$ cat src/pscsm_pkg.sv
`timescale 1ns / 1ps
// ----------------------------------------------------------------------------
// pscsm_pkg
// Types, codes and helpers shared by the pedal/steer conditioner modules.
// ----------------------------------------------------------------------------
package pscsm_pkg;

    localparam int SAMPLE_W   = 8;
    localparam int GRADE_W    = 2;
    localparam int BAND_W     = 2;
    localparam int CFG_IDX_W  = 3;

    localparam logic [SAMPLE_W-1:0] SPEED_MAX     = 8'd200;
    localparam logic [SAMPLE_W-1:0] SPEED_MID_MAX = 8'd120;
    localparam logic [SAMPLE_W-1:0] SPEED_LOW_MAX = 8'd60;
    localparam logic [2:0]          ACCEL_GAIN    = 3'd3;
    localparam logic [2:0]          BRAKE_GAIN    = 3'd5;
    localparam int                  FULL_SCALE    = 255;

    // request types
    localparam logic REQ_SEED   = 1'b0;
    localparam logic REQ_UPDATE = 1'b1;

    // delta grades
    localparam logic [GRADE_W-1:0] GRADE_NORMAL   = 2'd0;
    localparam logic [GRADE_W-1:0] GRADE_WARNING  = 2'd1;
    localparam logic [GRADE_W-1:0] GRADE_CRITICAL = 2'd2;

    // speed bands
    localparam logic [BAND_W-1:0] BAND_STOP = 2'd0;
    localparam logic [BAND_W-1:0] BAND_LOW  = 2'd1;
    localparam logic [BAND_W-1:0] BAND_MID  = 2'd2;
    localparam logic [BAND_W-1:0] BAND_HIGH = 2'd3;

    // register indexes
    localparam logic [CFG_IDX_W-1:0] REG_BRAKE_WARN     = 3'd0;
    localparam logic [CFG_IDX_W-1:0] REG_BRAKE_CRIT     = 3'd1;
    localparam logic [CFG_IDX_W-1:0] REG_ACCEL_WARN     = 3'd2;
    localparam logic [CFG_IDX_W-1:0] REG_ACCEL_CRIT     = 3'd3;
    localparam logic [CFG_IDX_W-1:0] REG_STEER_WARN     = 3'd4;
    localparam logic [CFG_IDX_W-1:0] REG_STEER_CRIT     = 3'd5;
    localparam logic [CFG_IDX_W-1:0] REG_NOISE_FLOOR    = 3'd6;
    localparam logic [CFG_IDX_W-1:0] REG_PEDAL_DEADZONE = 3'd7;

    typedef struct packed {
        logic                req_type;
        logic [SAMPLE_W-1:0] button_byte;
        logic [SAMPLE_W-1:0] brake_raw;
        logic [SAMPLE_W-1:0] accel_raw;
        logic [SAMPLE_W-1:0] steer_raw;
    } in_item_t;

    typedef struct packed {
        logic [SAMPLE_W-1:0] button_out;
        logic [SAMPLE_W-1:0] brake_filt;
        logic [SAMPLE_W-1:0] accel_filt;
        logic [SAMPLE_W-1:0] steer_filt;
        logic [SAMPLE_W-1:0] brake_change;
        logic [GRADE_W-1:0]  brake_grade;
        logic [SAMPLE_W-1:0] accel_change;
        logic [GRADE_W-1:0]  accel_grade;
        logic [SAMPLE_W-1:0] steer_change;
        logic [GRADE_W-1:0]  steer_grade;
        logic [SAMPLE_W-1:0] speed_kph;
        logic [BAND_W-1:0]   speed_band;
    } out_item_t;

    typedef struct packed {
        logic [SAMPLE_W-1:0] brake_warn;
        logic [SAMPLE_W-1:0] brake_crit;
        logic [SAMPLE_W-1:0] accel_warn;
        logic [SAMPLE_W-1:0] accel_crit;
        logic [SAMPLE_W-1:0] steer_warn;
        logic [SAMPLE_W-1:0] steer_crit;
        logic [SAMPLE_W-1:0] noise_floor;
        logic [SAMPLE_W-1:0] pedal_deadzone;
    } cfg_t;

    typedef struct packed {
        logic [SAMPLE_W-1:0] warn;
        logic [SAMPLE_W-1:0] crit;
        logic [SAMPLE_W-1:0] noise_floor;
    } chan_cfg_t;

    typedef struct packed {
        logic [SAMPLE_W-1:0] filt;
        logic [SAMPLE_W-1:0] change;
        logic [GRADE_W-1:0]  grade;
    } chan_res_t;

    typedef struct packed {
        logic [SAMPLE_W-1:0] kph;
        logic [BAND_W-1:0]   band;
    } speed_res_t;

    // floor(v * gain / 255) by threshold counting, gain up to 5
    function automatic logic [2:0] scale_255(input logic [SAMPLE_W-1:0] v,
                                             input logic [2:0] gain);
        logic [10:0] prod;
        logic [2:0]  q;
        prod = 11'(v) * 11'(gain);
        q    = 3'd0;
        for (int k = 1; k <= 5; k++) begin
            if (prod >= 11'(FULL_SCALE * k)) begin
                q = q + 3'd1;
            end
        end
        return q;
    endfunction

endpackage

$ cat src/pscsm_chan.sv
`timescale 1ns / 1ps
// ----------------------------------------------------------------------------
// pscsm_chan
// One channel: half-step low-pass, delta, noise gate and grading.
// ----------------------------------------------------------------------------
module pscsm_chan (
    input  logic [pscsm_pkg::SAMPLE_W-1:0] prev_lp,
    input  logic [pscsm_pkg::SAMPLE_W-1:0] raw,
    input  logic                           is_pedal,
    input  pscsm_pkg::chan_cfg_t           cfg,
    output pscsm_pkg::chan_res_t           res
);

    logic signed [9:0] diff;
    logic signed [9:0] half;
    logic signed [9:0] sum;
    logic [7:0]        filt;
    logic [7:0]        delta;
    logic [7:0]        gated;

    always_comb begin
        diff = $signed({2'b00, raw}) - $signed({2'b00, prev_lp});
        // halve with truncation toward zero
        if (diff[9]) begin
            half = (diff + 10'sd1) >>> 1;
        end else begin
            half = diff >>> 1;
        end
        sum  = $signed({2'b00, prev_lp}) + half;
        filt = sum[7:0];

        if (filt > prev_lp) begin
            delta = filt - prev_lp;
        end else if (is_pedal) begin
            delta = 8'd0;
        end else begin
            delta = prev_lp - filt;
        end

        gated = (delta < cfg.noise_floor) ? 8'd0 : delta;

        res.filt   = filt;
        res.change = gated;
        priority if (gated >= cfg.crit) begin
            res.grade = pscsm_pkg::GRADE_CRITICAL;
        end else if (gated >= cfg.warn) begin
            res.grade = pscsm_pkg::GRADE_WARNING;
        end else begin
            res.grade = pscsm_pkg::GRADE_NORMAL;
        end
    end

endmodule

$ cat src/pscsm_speed.sv
`timescale 1ns / 1ps
// ----------------------------------------------------------------------------
// pscsm_speed
// Virtual speed step from filtered pedals, clamp and banding.
// ----------------------------------------------------------------------------
module pscsm_speed (
    input  logic [pscsm_pkg::SAMPLE_W-1:0] speed_prev,
    input  logic [pscsm_pkg::SAMPLE_W-1:0] brake_filt,
    input  logic [pscsm_pkg::SAMPLE_W-1:0] accel_filt,
    input  logic [pscsm_pkg::SAMPLE_W-1:0] deadzone,
    output pscsm_pkg::speed_res_t          res
);

    logic [7:0]        accel_dz;
    logic [7:0]        brake_dz;
    logic [2:0]        up;
    logic [2:0]        dn;
    logic signed [9:0] spd;
    logic [7:0]        kph;

    always_comb begin
        accel_dz = (accel_filt > deadzone) ? accel_filt - deadzone : 8'd0;
        brake_dz = (brake_filt > deadzone) ? brake_filt - deadzone : 8'd0;
        up = pscsm_pkg::scale_255(accel_dz, pscsm_pkg::ACCEL_GAIN);
        dn = pscsm_pkg::scale_255(brake_dz, pscsm_pkg::BRAKE_GAIN);

        // drag of one only while moving
        spd = $signed({2'b00, speed_prev}) + $signed({7'd0, up})
            - $signed({7'd0, dn}) - $signed({9'd0, (speed_prev != 8'd0)});

        priority if (spd < 10'sd0) begin
            kph = 8'd0;
        end else if (spd > $signed({2'b00, pscsm_pkg::SPEED_MAX})) begin
            kph = pscsm_pkg::SPEED_MAX;
        end else begin
            kph = spd[7:0];
        end

        res.kph = kph;
        priority if (kph == 8'd0) begin
            res.band = pscsm_pkg::BAND_STOP;
        end else if (kph <= pscsm_pkg::SPEED_LOW_MAX) begin
            res.band = pscsm_pkg::BAND_LOW;
        end else if (kph <= pscsm_pkg::SPEED_MID_MAX) begin
            res.band = pscsm_pkg::BAND_MID;
        end else begin
            res.band = pscsm_pkg::BAND_HIGH;
        end
    end

endmodule

$ cat src/pedal_steer_conditioner_speed_model_top.sv
`timescale 1ns / 1ps
// ----------------------------------------------------------------------------
// pedal_steer_conditioner_speed_model_top
// Pedal/steer filtering, delta grading and virtual speed, one beat a cycle unless stalled.
// ----------------------------------------------------------------------------
// Path from input beat to result beat: input reg, then result reg.
// Throughput: one beat per cycle unless m_ready stalls; filter and speed
//   state update in the cycle an item moves from input reg to result reg.
// Reset (aresetn low, synchronous): filters and speed cleared, thresholds
//   back to defaults, both stages empty. Config writes always accepted.
// ----------------------------------------------------------------------------
module pedal_steer_conditioner_speed_model_top (
    input  logic                            aclk,
    input  logic                            aresetn,
    input  logic                            s_valid,
    output logic                            s_ready,
    input  pscsm_pkg::in_item_t             s_data,
    output logic                            m_valid,
    input  logic                            m_ready,
    output pscsm_pkg::out_item_t            m_data,
    input  logic                            cfg_valid,
    output logic                            cfg_ready,
    input  logic [pscsm_pkg::CFG_IDX_W-1:0] cfg_index,
    input  logic [pscsm_pkg::SAMPLE_W-1:0]  cfg_data
);

    pscsm_pkg::cfg_t       cfg_reg;
    pscsm_pkg::in_item_t   in_reg;
    logic                  in_valid_reg;
    pscsm_pkg::out_item_t  out_reg, out_next;
    logic                  out_valid_reg;
    logic [7:0]            brake_lp_reg, accel_lp_reg, steer_lp_reg, speed_reg;
    logic                  advance;

    pscsm_pkg::chan_cfg_t  brake_cfg, accel_cfg, steer_cfg;
    pscsm_pkg::chan_res_t  brake_res, accel_res, steer_res;
    pscsm_pkg::speed_res_t speed_res;

    assign advance   = in_valid_reg && (!out_valid_reg || m_ready);
    assign s_ready   = !in_valid_reg || advance;
    assign cfg_ready = 1'b1;
    assign m_valid   = out_valid_reg;
    assign m_data    = out_reg;

    assign brake_cfg = '{warn: cfg_reg.brake_warn, crit: cfg_reg.brake_crit,
                         noise_floor: cfg_reg.noise_floor};
    assign accel_cfg = '{warn: cfg_reg.accel_warn, crit: cfg_reg.accel_crit,
                         noise_floor: cfg_reg.noise_floor};
    assign steer_cfg = '{warn: cfg_reg.steer_warn, crit: cfg_reg.steer_crit,
                         noise_floor: cfg_reg.noise_floor};

    pscsm_chan u_brake (
        .prev_lp  (brake_lp_reg),
        .raw      (in_reg.brake_raw),
        .is_pedal (1'b1),
        .cfg      (brake_cfg),
        .res      (brake_res)
    );

    pscsm_chan u_accel (
        .prev_lp  (accel_lp_reg),
        .raw      (in_reg.accel_raw),
        .is_pedal (1'b1),
        .cfg      (accel_cfg),
        .res      (accel_res)
    );

    pscsm_chan u_steer (
        .prev_lp  (steer_lp_reg),
        .raw      (in_reg.steer_raw),
        .is_pedal (1'b0),
        .cfg      (steer_cfg),
        .res      (steer_res)
    );

    pscsm_speed u_speed (
        .speed_prev (speed_reg),
        .brake_filt (brake_res.filt),
        .accel_filt (accel_res.filt),
        .deadzone   (cfg_reg.pedal_deadzone),
        .res        (speed_res)
    );

    always_comb begin
        out_next.button_out = in_reg.button_byte;
        if (in_reg.req_type == pscsm_pkg::REQ_SEED) begin
            out_next.brake_filt   = in_reg.brake_raw;
            out_next.accel_filt   = in_reg.accel_raw;
            out_next.steer_filt   = in_reg.steer_raw;
            out_next.brake_change = 8'd0;
            out_next.brake_grade  = pscsm_pkg::GRADE_NORMAL;
            out_next.accel_change = 8'd0;
            out_next.accel_grade  = pscsm_pkg::GRADE_NORMAL;
            out_next.steer_change = 8'd0;
            out_next.steer_grade  = pscsm_pkg::GRADE_NORMAL;
            out_next.speed_kph    = 8'd0;
            out_next.speed_band   = pscsm_pkg::BAND_STOP;
        end else begin
            out_next.brake_filt   = brake_res.filt;
            out_next.accel_filt   = accel_res.filt;
            out_next.steer_filt   = steer_res.filt;
            out_next.brake_change = brake_res.change;
            out_next.brake_grade  = brake_res.grade;
            out_next.accel_change = accel_res.change;
            out_next.accel_grade  = accel_res.grade;
            out_next.steer_change = steer_res.change;
            out_next.steer_grade  = steer_res.grade;
            out_next.speed_kph    = speed_res.kph;
            out_next.speed_band   = speed_res.band;
        end
    end

    // control and state
    always_ff @(posedge aclk) begin
        if (!aresetn) begin
            in_valid_reg  <= 1'b0;
            out_valid_reg <= 1'b0;
            brake_lp_reg  <= 8'd0;
            accel_lp_reg  <= 8'd0;
            steer_lp_reg  <= 8'd0;
            speed_reg     <= 8'd0;
        end else begin
            if (s_ready) begin
                in_valid_reg <= s_valid;
            end
            if (advance) begin
                out_valid_reg <= 1'b1;
                brake_lp_reg  <= out_next.brake_filt;
                accel_lp_reg  <= out_next.accel_filt;
                steer_lp_reg  <= out_next.steer_filt;
                speed_reg     <= out_next.speed_kph;
            end else if (m_ready) begin
                out_valid_reg <= 1'b0;
            end
        end
    end

    // payload
    always_ff @(posedge aclk) begin
        if (s_valid && s_ready) begin
            in_reg <= s_data;
        end
        if (advance) begin
            out_reg <= out_next;
        end
    end

    // register file
    always_ff @(posedge aclk) begin
        if (!aresetn) begin
            cfg_reg <= '{brake_warn: 8'd8, brake_crit: 8'd20,
                         accel_warn: 8'd8, accel_crit: 8'd20,
                         steer_warn: 8'd30, steer_crit: 8'd90,
                         noise_floor: 8'd15, pedal_deadzone: 8'd10};
        end else if (cfg_valid && cfg_ready) begin
            unique case (cfg_index)
                pscsm_pkg::REG_BRAKE_WARN:     cfg_reg.brake_warn     <= cfg_data;
                pscsm_pkg::REG_BRAKE_CRIT:     cfg_reg.brake_crit     <= cfg_data;
                pscsm_pkg::REG_ACCEL_WARN:     cfg_reg.accel_warn     <= cfg_data;
                pscsm_pkg::REG_ACCEL_CRIT:     cfg_reg.accel_crit     <= cfg_data;
                pscsm_pkg::REG_STEER_WARN:     cfg_reg.steer_warn     <= cfg_data;
                pscsm_pkg::REG_STEER_CRIT:     cfg_reg.steer_crit     <= cfg_data;
                pscsm_pkg::REG_NOISE_FLOOR:    cfg_reg.noise_floor    <= cfg_data;
                pscsm_pkg::REG_PEDAL_DEADZONE: cfg_reg.pedal_deadzone <= cfg_data;
                default: ;
            endcase
        end
    end

endmodule

$ cat config.mk
export PLATFORM = sky130hd
export DESIGN_NAME = pedal_steer_conditioner_speed_model_top
export DESIGN_NICKNAME = d
export VERILOG_FILES = /design/src/pscsm_pkg.sv /design/src/pscsm_chan.sv /design/src/pscsm_speed.sv /design/src/pedal_steer_conditioner_speed_model_top.sv
export SDC_FILE = /design/constraint.sdc
export NUM_CORES = 1
export LEC_CHECK = 0
export ABC_AREA = 1
export BUFFER_PORTS_ARGS = -buffer_cell sky130_fd_sc_hd__buf_2
export CORE_ASPECT_RATIO = 1.4
export CORE_MARGIN = 2
export CORE_UTILIZATION = 40
export DETAILED_ROUTE_END_ITERATION = 7
export GPL_TIMING_DRIVEN = 1
export PLACE_DENSITY = 0.55
export RECOVER_POWER = 50
export SETUP_SLACK_MARGIN = 0.05
export SLEW_MARGIN = 15
export SYNTH_ARGS = -nofsm -noshare
export SYNTH_HDL_FRONTEND = slang
export SYNTH_SLANG_ARGS = --single-unit
$ cat constraint.sdc
create_clock -name aclk -period 8.9 [get_ports aclk]
set_input_delay 0.445 -clock aclk [delete_from_list [all_inputs] [get_ports aclk]]
set_output_delay 0.445 -clock aclk [all_outputs]
set_load 0.01 [all_outputs]
==> results of run 1 <==
==> routing by layer <==
metal / up-vias / GRT usage
met1: 6489 / 0.260
met5: - / 0
met3: 63 / 0.0269
met2: 263 / 0.411
li1: 7272 / -
met4: 0 / 0.0596
==> cells by family (layout without fill, tap and decap cells) <==
family / count (synthesis) / in the layout / synth area share
AND/OR/NAND/NOR: 718 / 718 / 0.204
buffers and inverters: 402 / 825 / 0.0994
AO/OA/AOI/OAI: 365 / 365 / 0.135
adder cells (fa/ha/maj): 214 / 214 / 0.184
flip-flops: 203 / 203 / 0.336
XOR/XNOR: 69 / 69 / 0.0396
multiplexers: 3 / 3 / 0.00197
other: 1 / 2 / 0.000246
==> cell type report <==
cell class / instances / area share
multi-input combinational: 1370 / 0.470
sequential: 203 / 0.255
timing repair buffer: 412 / 0.137
inverter: 367 / 0.0693
clock buffer: 33 / 0.0331
tap: 473 / 0.0295
clock inverter: 13 / 0.00629
antenna: 1 / 0.000125
==> critical path: cells and delay by family, from the launching register on <==
| kind | cells | cell delay, ns |
|---|---|---|
| compound gates | 13 | 1.68 |
| flops | 1 | 0.34 |
| xor+xnor | 2 | 0.33 |
| fa+ha+maj | 12 | 3.19 |
| buf+inv | 13 | 0.76 |
| simple gates | 33 | 2.96 |
==> layout by cell type (no fill, tap or decap), types with 27 or more instances in the layout <==
cell type  count
nand2_2       36
a21oi_1      131
nand2_1      340
o21ai_0      113
nor2_1       138
nor3_1        27
buf_4        282
inv_1        335
edfxtp_1     105
xor2_1        51
clkbuf_1      40
nand3_1       73
ha_1         179
dfxtp_1       98
buf_2         92
==> worst max path at each step <==
stage | startpoint | endpoint | cells past startpoint
final | in_reg[16] | m_data[0] | 73
after global routing | in_reg[8] | m_data[0] | 68
after CTS | in_reg[16] | m_data[0] | 72
after detailed placement | in_reg[16] | m_data[1] | 69
after global placement | in_reg[19] | m_data[0] | 70
after floorplan | in_reg[16] | m_data[0] | 75
==> metrics by stage <==
stage / setup WS (ns) / utilization / instances
finish: -0.683 / 0.534 / 2872
global route: -1.38 / 0.534 / 2871
CTS: -0.599 / 0.519 / 2852
detailed placement: -1.10 / 0.488 / 2787
global placement: -0.940 / 0.488 / 2787
floorplan: -0.132 / - / 1975
==> repair_timing <==
item	4_1_cts	5_1_grt
buffers inserted	19	19
gates resized for setup	53	115
pin swaps	57	86
setup endpoints to repair	19	20
hold buffers	0	0
==> flow_metrics.env, run 1 <==
export IMPL_violations="max-capacitance violations, max-slew violations, negative setup slack"
export IMPL_grt_use_total=0.219
export IMPL_hold_violations=0
export IMPL_multi_input_area_sq_mm=0.00944
export IMPL_die_w_microns=169
export IMPL_core_area_sq_mm=0.0376
export IMPL_min_to="in_reg[4]"
export IMPL_seq_area_sq_mm=0.00511
export IMPL_setup_tns_final_ns=-9.37
export IMPL_period_share=1.08
export IMPL_whs_path_depth=1
export IMPL_dr_pass1_iters=5
export IMPL_synth_ff_type="edfxtp_1"
export IMPL_relSlewSlack=-1.19
export IMPL_fmaxAchievable_ghz=0.104
export IMPL_cts_root_buffer="clkbuf_16"
export IMPL_fp_dieH_microns=235
export IMPL_grt_pass1_vias=13900
export IMPL_startpoint_type="flip-flop"
export IMPL_min_from="s_data[4]"
export IMPL_clkLatencyLatePin_ns=0.55
export IMPL_critPathRequiredTime_ns=9.20
export IMPL_rr_endpoint="m_data[0]"
export IMPL_drtAntennaViolNets=0
export IMPL_syn_area_sq_mm=0.0152
export IMPL_crit_path_top_delay_cell="fa_2"
export IMPL_wl_per_cell_microns=15.6
export IMPL_status="complete, but fails checks"
export IMPL_r2r_setup_slack_ns=-0.68
export IMPL_met3WireLength_mm=1.85
export IMPL_reg2reg_depth=73
export IMPL_rsz0062_at_grt="true"
export IMPL_synth_area_leaders="edfxtp_1, ha_1, dfxtp_1, nand2_1, inv_1"
export IMPL_worstMarginPinSlew_ns=3.28
export IMPL_largest_reg_flops=72
export IMPL_timing_rr_start="in_reg[16]"
export IMPL_port_buffers=122
export IMPL_cts_buffers=25
export IMPL_die_area_sq_mm=0.0397
export IMPL_synth_warnings=0
export IMPL_drcViolationCount=0
export IMPL_num_nets_final=2642
export IMPL_worst_hold_slack_ns=0.0669
export IMPL_gp_congestion=0.901
export IMPL_path_common_cell="inv_2"
export IMPL_setup_viol=18
export IMPL_drt_initial_drc_count=688
export IMPL_max_stage_delay_ns=0.52
export IMPL_ys_ff_latch=203
export IMPL_syn_nets=2238
export IMPL_h_tree_depth=1
export IMPL_crit_type="reg2reg"
export IMPL_synth_top_area_cell="edfxtp_1"
export IMPL_cp_end_kind="flip-flop"
export IMPL_crit_fanout=4
export IMPL_rows=84
export IMPL_synth_edf_count=105
export IMPL_pin_count=124
export IMPL_clkSlewWorstSetupHoldPaths_ns=0.06
export IMPL_grt_pass1_wl_mm=69.5
export IMPL_initial_utilization=0.405
export IMPL_fin_area_sq_mm=0.0201
export IMPL_ys_types=52
export IMPL_yosysMostFrequentCell="nand2_1"
export IMPL_num_vias=14100
export IMPL_avgSynthCellArea_sq_um=7.72
export IMPL_top_layer_used="met4"
export IMPL_finalMaxSlewViolations=189
export IMPL_skew_ns=0.0152
export IMPL_synth_top_area_share=0.207
export IMPL_dpl_instance_area_sq_mm=0.0184
export IMPL_async_flop_share=0
export IMPL_hpwlAfterDp_mm=33.9
export IMPL_antenna_found_initial=1
export IMPL_layout_min_cycle_time_ns=9.58
export IMPL_syn_inst=1975
export IMPL_wl_mm=44.8
export IMPL_fill_cells=3662
export IMPL_drive_gt1_frac=0.261
export IMPL_area_delta_synth_final_pct=31.8
export IMPL_yosysSeqAreaShare=0.336
export IMPL_clockBufferDepth=3
export IMPL_dr_wl_met2_mm=23.2
export IMPL_vias_per_cell=4.90
export IMPL_grt_max_degree=71
export IMPL_synth_common_cells="nand2_1, inv_1, ha_1"
export IMPL_maxCapViolations=4
export IMPL_cts_tree="yes"
export IMPL_crit_arrival_ns=9.89
export IMPL_wl_met1_mm=18.6
export IMPL_grt_overflow=0
export IMPL_hold_class="in2reg"
export IMPL_setup_slack_ns=-0.683
export IMPL_cts_sink_count=203
Power of run 1 is not shown: default switching activity piles up to over one toggle a cycle in this logic, so the estimate is an artifact.
==> run 2, diff against run 1 <==
--- a/config.mk
+++ b/config.mk
@@ -12,7 +12,7 @@
 export CORE_UTILIZATION = 40
 export DETAILED_ROUTE_END_ITERATION = 7
 export GPL_TIMING_DRIVEN = 1
-export PLACE_DENSITY = 0.55
+export PLACE_DENSITY = 0.69
 export RECOVER_POWER = 50
 export SETUP_SLACK_MARGIN = 0.05
 export SLEW_MARGIN = 15
==> run 2 against run 1 <==
The run still ends with max-capacitance violations, max-slew violations, negative setup slack left. First-iteration DRC count grew 1.2%. Sequential share of layout area grew 0.18 points. Worst hold slack gained 0.0041 ns. Utilization shrank 0.36 points. Via count grew 2.0%. Worst setup slack lost 0.024 ns. Clock skew grew 0.0053 ns. Wire length shrank 3.9%. Non-clock buffer count shrank 13. Count of clock-buffer cells in the layout shrank 1. Die area is the same. Highest routed layer unchanged.
==> flow_metrics.env, run 2 (synthesis gave the netlist of run 1 again) <==
export IMPL_critPathTopFamily="adder cells"
export IMPL_drive_gt1_frac=0.254
export IMPL_wl_per_cell_microns=15.1
export IMPL_grt_use_total=0.212
export IMPL_rsz0062_at_grt="true"
export IMPL_area_delta_synth_final_pct=30.9
export IMPL_path_common_cell="nand2_2"
export IMPL_drt_initial_drc_count=696
export IMPL_grt_pass1_wl_mm=68.8
export IMPL_num_vias=14400
export IMPL_fp_dieH_microns=235
export IMPL_die_area_sq_mm=0.0397
export IMPL_period_share=1.08
export IMPL_fill_cells=3459
export IMPL_port_buffers=122
export IMPL_cts_buffers=23
export IMPL_critPathRequiredTime_ns=9.26
export IMPL_skew_ns=0.0205
export IMPL_rows=84
export IMPL_layout_min_cycle_time_ns=9.61
export IMPL_num_nets_final=2627
export IMPL_hold_violations=0
export IMPL_clockBufferDepth=3
export IMPL_cts_tree="yes"
export IMPL_grt_pass1_vias=14500
export IMPL_fmaxAchievable_ghz=0.104
export IMPL_grt_max_degree=84
export IMPL_drcViolationCount=0
export IMPL_crit_fanout=3
export IMPL_h_tree_depth=1
export IMPL_setup_slack_ns=-0.706
export IMPL_wl_mm=43.1
export IMPL_vias_per_cell=5.04
export IMPL_gp_congestion=0.914
export IMPL_dr_pass1_iters=6
export IMPL_finalMaxSlewViolations=106
export IMPL_setup_tns_final_ns=-10.26
export IMPL_crit_type="reg2reg"
export IMPL_die_w_microns=169
export IMPL_hold_class="in2reg"
export IMPL_worst_hold_slack_ns=0.0711
export IMPL_setup_viol=18
export IMPL_max_stage_delay_ns=0.53
export IMPL_maxCapViolations=2
export IMPL_path_buf_inv=14
export IMPL_clkSlewWorstSetupHoldPaths_ns=0.07
export IMPL_cts_root_buffer="clkbuf_16"
export IMPL_drtAntennaViolNets=0
export IMPL_fin_util=0.530
export IMPL_cts_sink_count=203
export IMPL_crit_arrival_ns=9.97
export IMPL_hpwlAfterDp_mm=32.3
export IMPL_final_cell_mix="nand2_1, inv_1, buf_4, ha_1, nor2_1"
export IMPL_clkLatencyLatePin_ns=0.54
export IMPL_layout_commonest_cell="nand2_1"
export IMPL_pin_count=124
export IMPL_violations="max-capacitance violations, max-slew violations, negative setup slack"
export IMPL_status="complete, but fails checks"
export IMPL_initial_utilization=0.405
export IMPL_startpoint_type="flip-flop"
export IMPL_largest_reg_flops=72
export IMPL_worstMarginPinSlew_ns=3.15
export IMPL_cp_end_kind="flip-flop"
export IMPL_place_worst_setup_slack_ns=-1.09
export IMPL_diodes=0
export IMPL_crit_path_top_delay_cell="fa_2"
export IMPL_relSlewSlack=-1.10
export IMPL_grt_overflow=0
export IMPL_core_area_sq_mm=0.0376
export IMPL_antenna_found_initial=0
run 2: cell count changes in the layout (fill, tap and decap cells not counted), sizes merged:
cell | previous run | this run
bufinv | 2 | 1
diode | 1 | 0
clkinvlp | 1 | 0
buf | 379 | 348
clkinv | 8 | 4
inv | 369 | 372
clkbuf | 66 | 83
run 2: final cells by class:
type | count | area [sq um] | area share
Clock buffer | 32 | 684 | 0.0343
Clock inverter | 10 | 93.8 | 0.00470
Inverter | 367 | 1390 | 0.0697
Multi-Input combinational cell | 1370 | 9420 | 0.472
Sequential cell | 203 | 5120 | 0.256
Tap cell | 473 | 592 | 0.0297
Timing Repair Buffer | 399 | 2660 | 0.133
run 2: path summary, 6_finish.rpt:
check	depth (start not counted)	to	slack, ns	startpoint
worst min-delay path	1	in_reg[4]	0.07	s_data[4]
worst min register to register	0	m_data[65]	0.42	in_reg[25]
worst max-delay path	70	speed_reg[7]	-0.71	in_reg[16]
worst max register to register	70	speed_reg[7]	-0.71	in_reg[16]
run 2: repair_timing:
| action | CTS | global route |
|---|---|---|
| gates resized for setup | 69 | 103 |
| buffers inserted | 29 | 18 |
| pin swaps | 63 | 64 |
| hold buffers | 0 | 0 |
| endpoints found under the setup margin | 18 | 20 |
run 2: metrics by stage:
step           instances  instance area (sq um)
6_report            2854                  20000
5_1_grt             2854                  20000
4_1_cts             2837                  19500
3_5_place_dp        2766                  18200
3_3_place_gp        2766                  18200
2_1_floorplan       1975                  15400
run 2: worst register-to-register path, delay by kind of cell (launching register included):
kind	cells	cell delay, ns
adders and majority gates	12	3.22
AOI/OAI and AO/OA	11	1.58
and+or+nand+nor	31	2.74
DFF	1	0.41
xor gates and xnor gates	2	0.34
buffers and inverters	14	1.15
run 2: per-layer routing:
metal | vias to the layer above | part of all wire | GRT usage
li1 | 7242 | - | -
met1 | 6701 | 0.41 | 0.242
met2 | 330 | 0.51 | 0.395
met4 | 0 | 0.035 | 0.0816
met5 | - | 0 | 0
met3 | 98 | 0.045 | 0.0281
Power of run 2 is left out for the same reason.
